## src/rtl/scpr_pkg.sv

```systemverilog
// Shared types, constants and the CRC helper of the serial command port responder.
package scpr_pkg;

    localparam int POS_W = 4;

    localparam logic [POS_W-1:0] POS_ID_FIRST = 4'd2;
    localparam logic [POS_W-1:0] POS_CHECK    = 4'd3;
    localparam logic [POS_W-1:0] POS_STATUS   = 4'd4;
    localparam logic [POS_W-1:0] POS_WRAP     = 4'd5;
    localparam logic [POS_W-1:0] POS_LAST     = 4'd8;

    localparam logic [7:0] BYTE_ONES     = 8'hFF;
    localparam logic [7:0] BYTE_ZERO     = 8'h00;
    localparam logic [7:0] REPLY_STATUS  = 8'h04;
    localparam logic [7:0] CMD_LAN       = 8'hFF;
    localparam logic [7:0] CMD_IMR       = 8'h86;
    localparam logic [7:0] CMD_ISR       = 8'h82;
    localparam logic [7:0] CRC_POLY      = 8'h1B;

    localparam logic [7:0] ID_REPLY [4] = '{8'h06, 8'h04, 8'h10, 8'h00};

    typedef struct packed {
        logic       func;
        logic       select_level;
        logic [7:0] tx_byte;
    } req_t;

    typedef struct packed {
        logic [7:0] rx_byte;
        logic       checksum_bad;
        logic       irq_pending;
    } rsp_t;

    typedef enum logic {
        JOB_DATA,
        JOB_STATUS
    } job_op_t;

    typedef struct packed {
        job_op_t    op;
        logic [7:0] data;
        logic       bad;
        logic       irq_set;
        logic       irq_clr;
    } job_t;

    // One byte of a CRC-8 over polynomial 0x11B, most significant bit first.
    function automatic logic [7:0] crc8_byte(input logic [7:0] crc, input logic [7:0] data);
        logic [7:0] r;
        r = crc ^ data;
        for (int i = 0; i < 8; i++) begin
            if (r[7]) begin
                r = {r[6:0], 1'b0} ^ CRC_POLY;
            end else begin
                r = {r[6:0], 1'b0};
            end
        end
        return r;
    endfunction

endpackage

```

## src/rtl/scpr_queue.sv

```systemverilog
// Short job queue that decouples the front end from the back end.
module scpr_queue #(
    parameter int DEPTH = 2
) (
    input  logic           clk,
    input  logic           rst_n,
    input  logic           push_valid,
    output logic           push_ready,
    input  scpr_pkg::job_t push_job,
    output logic           pop_valid,
    input  logic           pop_ready,
    output scpr_pkg::job_t pop_job
);

    localparam int IDX_W = (DEPTH > 1) ? $clog2(DEPTH) : 1;
    localparam int CNT_W = $clog2(DEPTH + 1);
    localparam logic [IDX_W-1:0] IDX_LAST = IDX_W'(DEPTH - 1);

    scpr_pkg::job_t   slot_reg [DEPTH];
    logic [IDX_W-1:0] wr_reg;
    logic [IDX_W-1:0] rd_reg;
    logic [CNT_W-1:0] count_reg;
    logic             push;
    logic             pop;

    assign push_ready = count_reg != CNT_W'(DEPTH);
    assign pop_valid  = count_reg != '0;
    assign pop_job    = slot_reg[rd_reg];
    assign push       = push_valid && push_ready;
    assign pop        = pop_valid && pop_ready;

    always_ff @(posedge clk or negedge rst_n)
    begin
        if (!rst_n) begin
            wr_reg    <= '0;
            rd_reg    <= '0;
            count_reg <= '0;
        end else begin
            if (push) begin
                wr_reg <= (wr_reg == IDX_LAST) ? '0 : wr_reg + 1'b1;
            end
            if (pop) begin
                rd_reg <= (rd_reg == IDX_LAST) ? '0 : rd_reg + 1'b1;
            end
            if (push && !pop) begin
                count_reg <= count_reg + 1'b1;
            end else if (pop && !push) begin
                count_reg <= count_reg - 1'b1;
            end
        end
    end

    always_ff @(posedge clk)
    begin
        if (push) begin
            slot_reg[wr_reg] <= push_job;
        end
    end

endmodule

```

## config.mk

```make
export PLATFORM = sky130hd
export DESIGN_NAME = scpr_queue
export DESIGN_NICKNAME = d
export VERILOG_FILES = /design/src/rtl/scpr_pkg.sv /design/src/rtl/scpr_queue.sv
export SDC_FILE = /design/constraint.sdc
export NUM_CORES = 1
export LEC_CHECK = 0
export BUFFER_PORTS_ARGS = -buffer_cell sky130_fd_sc_hd__buf_2
export CORE_MARGIN = 3
export CORE_UTILIZATION = 35
export DETAILED_ROUTE_END_ITERATION = 10
export PLACE_DENSITY_LB_ADDON = 0.3
export SLEW_MARGIN = 5
export SYNTH_ARGS = -nofsm -noshare
export SYNTH_HDL_FRONTEND = slang
export SYNTH_SLANG_ARGS = --single-unit
```

## constraint.sdc

```tcl
create_clock -name clk -period 4.5 [get_ports clk]
set_clock_uncertainty 0.2 [all_clocks]
set_input_delay 1.35 -clock clk [delete_from_list [all_inputs] [get_ports clk]]
set_output_delay 1.35 -clock clk [all_outputs]
set_load 0.05 [all_outputs]
```

==> results.yml, run 1 <==
setup_path:
  setup.worst_path.end_class: "output pin"
  crit_chain: "mux2_2 > buf_2"
  slowest_delay_ps: 740
  slowest_stage: "dfrtp_1"
  required_ps: 2950
  path_class: "register to output pin"
  arrival_ps: 1680
  path_buf_inv: 1
  crit_family: "flip-flops"
  cp_max_fo: 13
  worstSetupStartpointType: "register"
place:
  gp_congestion: 0.611
  numPortBuffers: 29
  dpl_cell_area_um2: 1250
  hpwl_um: 1200
  dp.cells: 114
  pre_cts_slack_ps: 1540
drt:
  route.detailed.drc: 0
  viasPerCell: 4.73
  antenna_left: 0
  dr_total_vias: 558
  routed_wirelength_um: 1700
  drtIter0Drc: 2
  wl_per_cell_um: 14.4
  first_pass_iters: 3
timing:
  rsz0062_at_grt: "no"
  finalHoldViolCount: 0
  slew_viol_final: 0
  hold_slack_ps: 311
  fmax_mhz: 310
  setup_viol: 0
  slew_headroom_pct: 33.0
  fin_crit_sh_pct: 71.8
  fin_ws_ps: 1270
  tightest_slew_ps: 1000
  finalCriticalPeriod_ps: 3230
  tns_ps: 0
floorplan:
  io_pins: 30
  die_w_um: 61.5
  rows: 19
  die_area_um2: 3780
  start_util_pct: 37.8
  coreArea_um2: 2850
  die_h_um: 61.5
grt:
  grt_overflow: 0
  grt_max_degree: 17
  track_usage_pct: 9.76
  grt_pass1_vias: 554
  antenna_found_initial: 0
  grt_pass1_wl_um: 2480
status:
  outcome: "finished clean"
cts:
  insertion_delay_ps: 310
  clockBufferDepth: 2
  cts.sinks: 28
  post_cts_resize_count: 0
  cts_root_buffer: "clkbuf_4"
  h-tree-depth: 1
  tritoncts: "yes"
  postCtsSetupRepairBufs: 0
  cts_buffers: 3
  hold_buffers: 0
  cts.reportedPaths.clkPinSlew_ps: 140
finish:
  final_cell_count_no_fill: 118
  fin_nets: 105
  largest_reg_flops: 24
  drive_above_1_share_pct: 55.2
  nFillCells: 259
  final_cell_area_um2: 1300
  antenna_cells: 0
  syn2layout_area_growth_pct: 20.9
synthesis:
  netlist_area_um2: 1080
  synth_largest_area_cell: "edfxtp_1"
  ys_warn_count: 0
  syn_nets: 72
  netlist_top_cells_area: "edfxtp_1, mux2_2, dfrtp_1, xnor2_1, xor2_1"
  ys_seq_area_share_pct: 76.1
  synth_seq_cells: 28
  synth_top_area_share_pct: 66.8
  synth-xor-area-share_pct: 4.06
  yosysUniqueCellTypes: 14
  synth_compound_area_share_pct: 0
  synth-simple-area-share_pct: 4.76
  synth_top_family_by_area: "multiplexers"
  synthAdderAreaFrac_pct: 1.16
  synthMuxAreaShare_pct: 12.5
  avgSynthCellArea_um2: 19.6
  synthCells: 55
pwr:
  p_per_area_nw_per_um2: 772
  ir_worst_vdd_uv: 339
  p_leak_nw: 0.518
job:
  drv_cap: 0
hold_path:
  hold_class: "register to register"
final cells by class:
type	instances	area, µm²	area share (%)
Clock inverter	1	30.0	2.30
Timing Repair Buffer	29	145	11.1
Multi-Input combinational cell	25	243	18.6
Sequential cell	28	821	63.0
Tap cell	31	38.8	2.98
Inverter	1	3.75	0.288
Clock buffer	3	22.5	1.73
power by group:
group / leakage, nW / total, W / internal, W / switching [W]
clock: 0.0279 / 0.000160 / 0.0000900 / 0.0000700
sequential: 0.270 / 0.000411 / 0.000360 / 0.0000507
combinational: 0.220 / 0.000435 / 0.000137 / 0.000298
through the flow:
step	utilization, %	total power, W
after CTS	45.7	0.00102
final	45.7	0.00101
after detailed placement	43.9	0.000861
after floorplan	-	0.000774
after global placement	43.9	0.000851
after global routing	45.7	0.00106
worst paths after layout:
check,cells past startpoint,startpoint,slack [ps],endpoint
setup / recovery,2,rd_reg,1270,pop_job[10]
hold / removal,1,wr_reg,310,wr_reg
setup reg to reg,3,count_reg[0],2460,slot_reg[0][0]
hold reg to reg,1,wr_reg,310,wr_reg
max in group asynchronous,1,rst_n,3370,rd_reg
min in group asynchronous,1,rst_n,610,wr_reg
per-layer routing:
layer / up-vias / GRT usage (%) / part of all wire (%) / wire length, µm
met3: 2 / 2.94 / 5.6 / 95
met4: 0 / 5.45 / 1.1 / 19
li1: 268 / - / - / -
met5: - / 0 / 0 / 0
met1: 272 / 10.1 / 39 / 663
met2: 16 / 17.3 / 54 / 919
cell usage after synthesis:
cell type and instances:
nand2_4 1, mux2_2 12, xnor2_1 3, edfxtp_1 24, nand2b_4 1, ha_1 1
or2_4 1, xor2_1 2, and3_1 1, dfrtp_1 4, nand2_1 1, nor2_1 2
inv_1 1, buf_6 1
cells by family after synthesis:
logic type / Yosys count
buffers and inverters: 2
XOR/XNOR: 5
multiplexers: 12
flip-flops: 28
AND/OR/NAND/NOR: 7
adder cells (fa/ha/maj): 1
cell usage in the layout (no fill, tap or decap):
master     netlist  routed
bufinv_16        0       1
xor2_1           2       2
edfxtp_1        24      24
nand2b_4         1       1
inv_1            1       1
nand2_4          1       1
ha_1             1       1
xnor2_1          3       3
nand2_1          1       1
clkbuf_4         0       3
mux2_2          12      12
buf_2            0      29
and3_1           1       1
nor2_1           2       2
dfrtp_1          4       4
or2_4            1       1
(Power assumes the default switching activity.)
==> run 2, diff against run 1 <==
--- a/config.mk
+++ b/config.mk
@@ -5,6 +5,7 @@
 export SDC_FILE = /design/constraint.sdc
 export NUM_CORES = 1
 export LEC_CHECK = 0
+export ABC_AREA = 1
 export BUFFER_PORTS_ARGS = -buffer_cell sky130_fd_sc_hd__buf_2
 export CORE_MARGIN = 3
 export CORE_UTILIZATION = 35
==> constraint.sdc (replaced) <==
create_clock -name clk -period 2.6 [get_ports clk]
set_clock_uncertainty 0.2 [all_clocks]
set_input_delay 0.78 -clock clk [delete_from_list [all_inputs] [get_ports clk]]
set_output_delay 0.78 -clock clk [all_outputs]
set_load 0.05 [all_outputs]
==> results.yml, run 2 <==
grt:
  grt_pass1_vias: 733
  grt_max_degree: 17
  track_usage_pct: 10.5
  grt_pass1_wl_um: 3240
  antenna_found_initial: 0
  grt_overflow: 0
drt:
  dr_total_vias: 709
  routed_wirelength_um: 1850
  drtIter0Drc: 29
  first_pass_iters: 4
  viasPerCell: 4.22
  route.detailed.drc: 0
  wl_per_cell_um: 11.0
  antenna_left: 0
setup_path:
  required_ps: 1620
  rr_endpoint: "count_reg[1]"
  worstSetupStartpointType: "register"
  r2r_start: "count_reg[0]"
  cp_max_fo: 13
  setup.worst_path.end_class: "output pin"
  path_class: "register to output pin"
  startpoint: "rd_reg"
  rrSetupSlack_ps: 1000
  setup.worst_path.end: "pop_job[6]"
  rr_worst_depth: 9
  arrival_ps: 1400
cts:
  cts_root_buffer: "clkbuf_4"
  h-tree-depth: 1
  cts.sinks: 28
  tritoncts: "yes"
  cts.reportedPaths.clkPinSlew_ps: 140
  insertion_delay_ps: 320
  hold_buffers: 0
  post_cts_resize_count: 0
  postCtsSetupRepairBufs: 0
  cts_buffers: 3
  clockBufferDepth: 2
synthesis:
  syn_nets: 108
  ys_seq_area_share_pct: 73.3
  yosys-top-cells-count: "nand2_1, edfxtp_1, dfrtp_1, inv_1, inv_2"
  synth_seq_cells: 28
  synthArstFlopShare_pct: 14.3
  synth_most_common_cell: "nand2_1"
  synth_largest_area_cell: "edfxtp_1"
  yosysUniqueCellTypes: 15
  ys_warn_count: 0
  synth_edf_count: 24
  netlist_top_cells_area: "edfxtp_1, nand2_1, dfrtp_1, nand2_4, xor2_2"
  netlist_area_um2: 1120
  synth_top_area_share_pct: 64.4
  synthCells: 91
  avgSynthCellArea_um2: 12.3
  synth-main-ff-cell: "edfxtp_1"
floorplan:
  coreArea_um2: 2900
  rows: 19
  die_h_um: 62.6
  die_area_um2: 3910
  die_w_um: 62.6
  start_util_pct: 38.6
  io_pins: 30
timing:
  slew_viol_final: 0
  finalCriticalPeriod_ps: 2380
  setup_viol: 0
  tightest_slew_ps: 253
  fin_crit_sh_pct: 91.5
  fmax_mhz: 420
  rsz0062_at_grt: "no"
  slew_headroom_pct: 83.3
  tns_ps: 0
  finalHoldViolCount: 0
pwr:
  p_per_area_nw_per_um2: 1350
  p_leak_nw: 0.633
  ir_worst_vdd_uv: 505
place:
  dp.cells: 164
  gp_congestion: 0.718
  hpwl_um: 1370
  numPortBuffers: 29
hold_path:
  hold_class: "input port to asynchronous set/reset pin"
job:
  drv_cap: 0
finish:
  antenna_cells: 0
  nFillCells: 275
  fin_nets: 144
  final_cell_count_no_fill: 168
  mostFrequentLayoutCell: "nand2_1"
  largest_reg_flops: 24
  syn2layout_area_growth_pct: 23.4
  layout_common_cells: "nand2_1, buf_2, edfxtp_1"
  drive_above_1_share_pct: 35.7
status:
  outcome: "finished clean"
[run 2: changes by cell type in the layout (fill, tap and decap cells not counted), sizes merged, moves of 2 or more]
| cell | previous run | this run |
|---|---|---|
| nand3 | 0 | 2 |
| buf | 29 | 33 |
| xnor2 | 3 | 1 |
| nand2 | 2 | 46 |
| inv | 1 | 7 |
| mux2 | 12 | 0 |
[run 2: critical path, cell delays in order (launching register included)]
cell     delay, ps
dfrtp_1        470
inv_2          210
nand2_1         70
nand2_1         60
buf_2          250
[run 2: area by class of cell]
cell class,count,area [µm²],share of cell area [%]
sequential,28,821,59.4
inverter,7,26.3,1.90
timing repair buffer,33,175,12.7
multi-input combinational,54,254,18.4
tap,42,52.6,3.80
clock inverter,1,30.0,2.17
clock buffer,3,22.5,1.63
[run 2: logic make-up after synthesis]
group | Yosys count | share of synthesized area (%)
buf+inv | 9 | 4.02
xor+xnor | 2 | 2.24
simple gates | 51 | 19.3
flops | 28 | 73.3
fa+ha+maj | 1 | 1.12
[run 2: worst min path at each step]
| stage | from | slack, ps | cells after the start | endpoint |
|---|---|---|---|---|
| after global routing | rst_n | 20 | 1 | wr_reg |
| after detailed placement | count_reg[0] | 320 | 1 | count_reg[0] |
| after floorplan | rst_n | 280 | 0 | count_reg[0] |
| after CTS | rst_n | 30 | 1 | rd_reg |
| final | rst_n | 40 | 1 | wr_reg |
| after global placement | count_reg[0] | 310 | 1 | count_reg[0] |
[run 2: per-stage QoR]
step	area [µm²]	total power (W)	setup WS (ps)	hold WS [ps]	utilization, %
CTS	1380	0.00189	202	32.5	47.6
global route	1380	0.00199	90.7	16.5	47.6
global placement	1330	0.00160	575	309	45.8
finish	1380	0.00187	221	35.5	47.6
floorplan	1120	0.00140	639	284	-
detailed placement	1330	0.00161	579	319	45.8
[run 2: metal layers]
layer	vias up	global-route usage [%]	routed length, µm
met2	17	18.5	929
li1	364	-	-
met1	326	11.8	808
met4	0	4.96	14
met3	2	2.52	98
met5	-	0	0
[run 2: where the power goes]
| group | switching [W] | internal, W |
|---|---|---|
| Combinational | 0.000695 | 0.000220 |
| Clock | 0.000122 | 0.000156 |
| Sequential | 0.0000559 | 0.000621 |
==> run 3, diff against run 2 <==
--- a/config.mk
+++ b/config.mk
@@ -10,6 +10,7 @@
 export CORE_MARGIN = 3
 export CORE_UTILIZATION = 35
 export DETAILED_ROUTE_END_ITERATION = 10
+export GPL_TIMING_DRIVEN = 0
 export PLACE_DENSITY_LB_ADDON = 0.3
 export SLEW_MARGIN = 5
 export SYNTH_ARGS = -nofsm -noshare
==> results.yml, run 3 (same netlist as run 2, synthesis figures left out) <==
setup_path:
  path_class: "register to output pin"
  setup.worst_path.end_class: "output pin"
  cp_max_fo: 10
  worstSetupStartpointType: "register"
  arrival_ps: 1400
  required_ps: 1620
timing:
  setup_viol: 0
  tns_ps: 0
  fmax_mhz: 420
  finalHoldViolCount: 0
  tightest_slew_ps: 1010
  fin_crit_sh_pct: 91.6
  rsz0062_at_grt: "no"
  fin_ws_ps: 218
  finalCriticalPeriod_ps: 2380
  slew_headroom_pct: 32.4
  slew_viol_final: 0
drt:
  dr_total_vias: 685
  wl_per_cell_um: 10.7
  first_pass_iters: 4
  viasPerCell: 4.13
  routed_wirelength_um: 1780
  route.detailed.drc: 0
  drtIter0Drc: 23
  antenna_left: 0
cts:
  h-tree-depth: 1
  post_cts_resize_count: 0
  insertion_delay_ps: 320
  clockBufferDepth: 2
  cts_buffers: 3
  hold_buffers: 0
  postCtsSetupRepairBufs: 0
  cts.reportedPaths.clkPinSlew_ps: 140
  cts.sinks: 28
  cts_root_buffer: "clkbuf_4"
  tritoncts: "yes"
floorplan:
  die_w_um: 62.6
  rows: 19
  die_area_um2: 3910
  start_util_pct: 38.6
  die_h_um: 62.6
  coreArea_um2: 2900
  io_pins: 30
finish:
  syn2layout_area_growth_pct: 22.3
  drive_above_1_share_pct: 34.7
  antenna_cells: 0
  fin_nets: 142
  nFillCells: 296
  layout_common_cells: "nand2_1, buf_2, edfxtp_1, inv_1, dfrtp_1"
  largest_reg_flops: 24
  mostFrequentLayoutCell: "nand2_1"
place:
  pre_cts_slack_ps: 222
  numPortBuffers: 29
  hpwl_um: 1320
  gp_congestion: 0.663
grt:
  grt_overflow: 0
  grt_max_degree: 17
  track_usage_pct: 10.2
  grt_pass1_vias: 713
  grt_pass1_wl_um: 3140
  antenna_found_initial: 0
status:
  outcome: "finished clean"
pwr:
  ir_worst_vdd_uv: 549
  p_leak_nw: 0.623
  p_per_area_nw_per_um2: 1360
job:
  drv_cap: 0
hold_path:
  hold_class: "input port to asynchronous set/reset pin"
run 3: worst max-delay path, cell delays in order (launching register included):
cell and delay, ps:
dfrtp_1 460, inv_2 110, buf_6 140, nand2_1 60
nand2_1 60, buf_2 260
run 3: cell type report:
| cell class | count | area [µm²] | area share (%) |
|---|---|---|---|
| Inverter | 7 | 26.3 | 1.92 |
| Multi-Input combinational cell | 54 | 254 | 18.5 |
| Clock buffer | 3 | 22.5 | 1.64 |
| Buffer | 2 | 18.8 | 1.37 |
| Tap cell | 42 | 52.6 | 3.84 |
| Clock inverter | 1 | 30.0 | 2.19 |
| Sequential cell | 28 | 821 | 59.9 |
| Timing Repair Buffer | 29 | 145 | 10.6 |
run 3: worst paths after layout:
kind,slack [ps],startpoint,to,depth (start not counted)
worst max-delay path,220,rd_reg,pop_job[4],5
worst min-delay path,30,rst_n,wr_reg,1
worst max register to register,650,count_reg[0],slot_reg[0][0],4
worst min register to register,330,count_reg[0],count_reg[0],1
max in group asynchronous,2050,rst_n,rd_reg,1
min in group clk,330,count_reg[0],count_reg[0],1
run 3: through the flow:
stage          cell area [µm²]  power [W]  cells  util (%)  hold slack (ps)
2_1_floorplan             1120    0.00140     91         -              284
3_3_place_gp              1320    0.00159    162      45.4              302
3_5_place_dp              1320    0.00161    162      45.4              313
4_1_cts                   1370    0.00189    166      47.2             21.5
5_1_grt                   1370    0.00199    166      47.2             12.7
6_report                  1370    0.00186    166      47.2             34.2
run 3: power by group:
part | total [W] | internal (W) | leakage (nW) | switching [W]
clock network | 0.000280 | 0.000156 | 0.0279 | 0.000124
registers | 0.000675 | 0.000623 | 0.271 | 0.0000516
logic | 0.000909 | 0.000215 | 0.325 | 0.000694
run 3: metal layers:
metal	part of all wire, %	track usage, %
met3	4.2	1.98
met2	53	17.6
met1	43	12.3
met4	0	4.96
met5	0	0
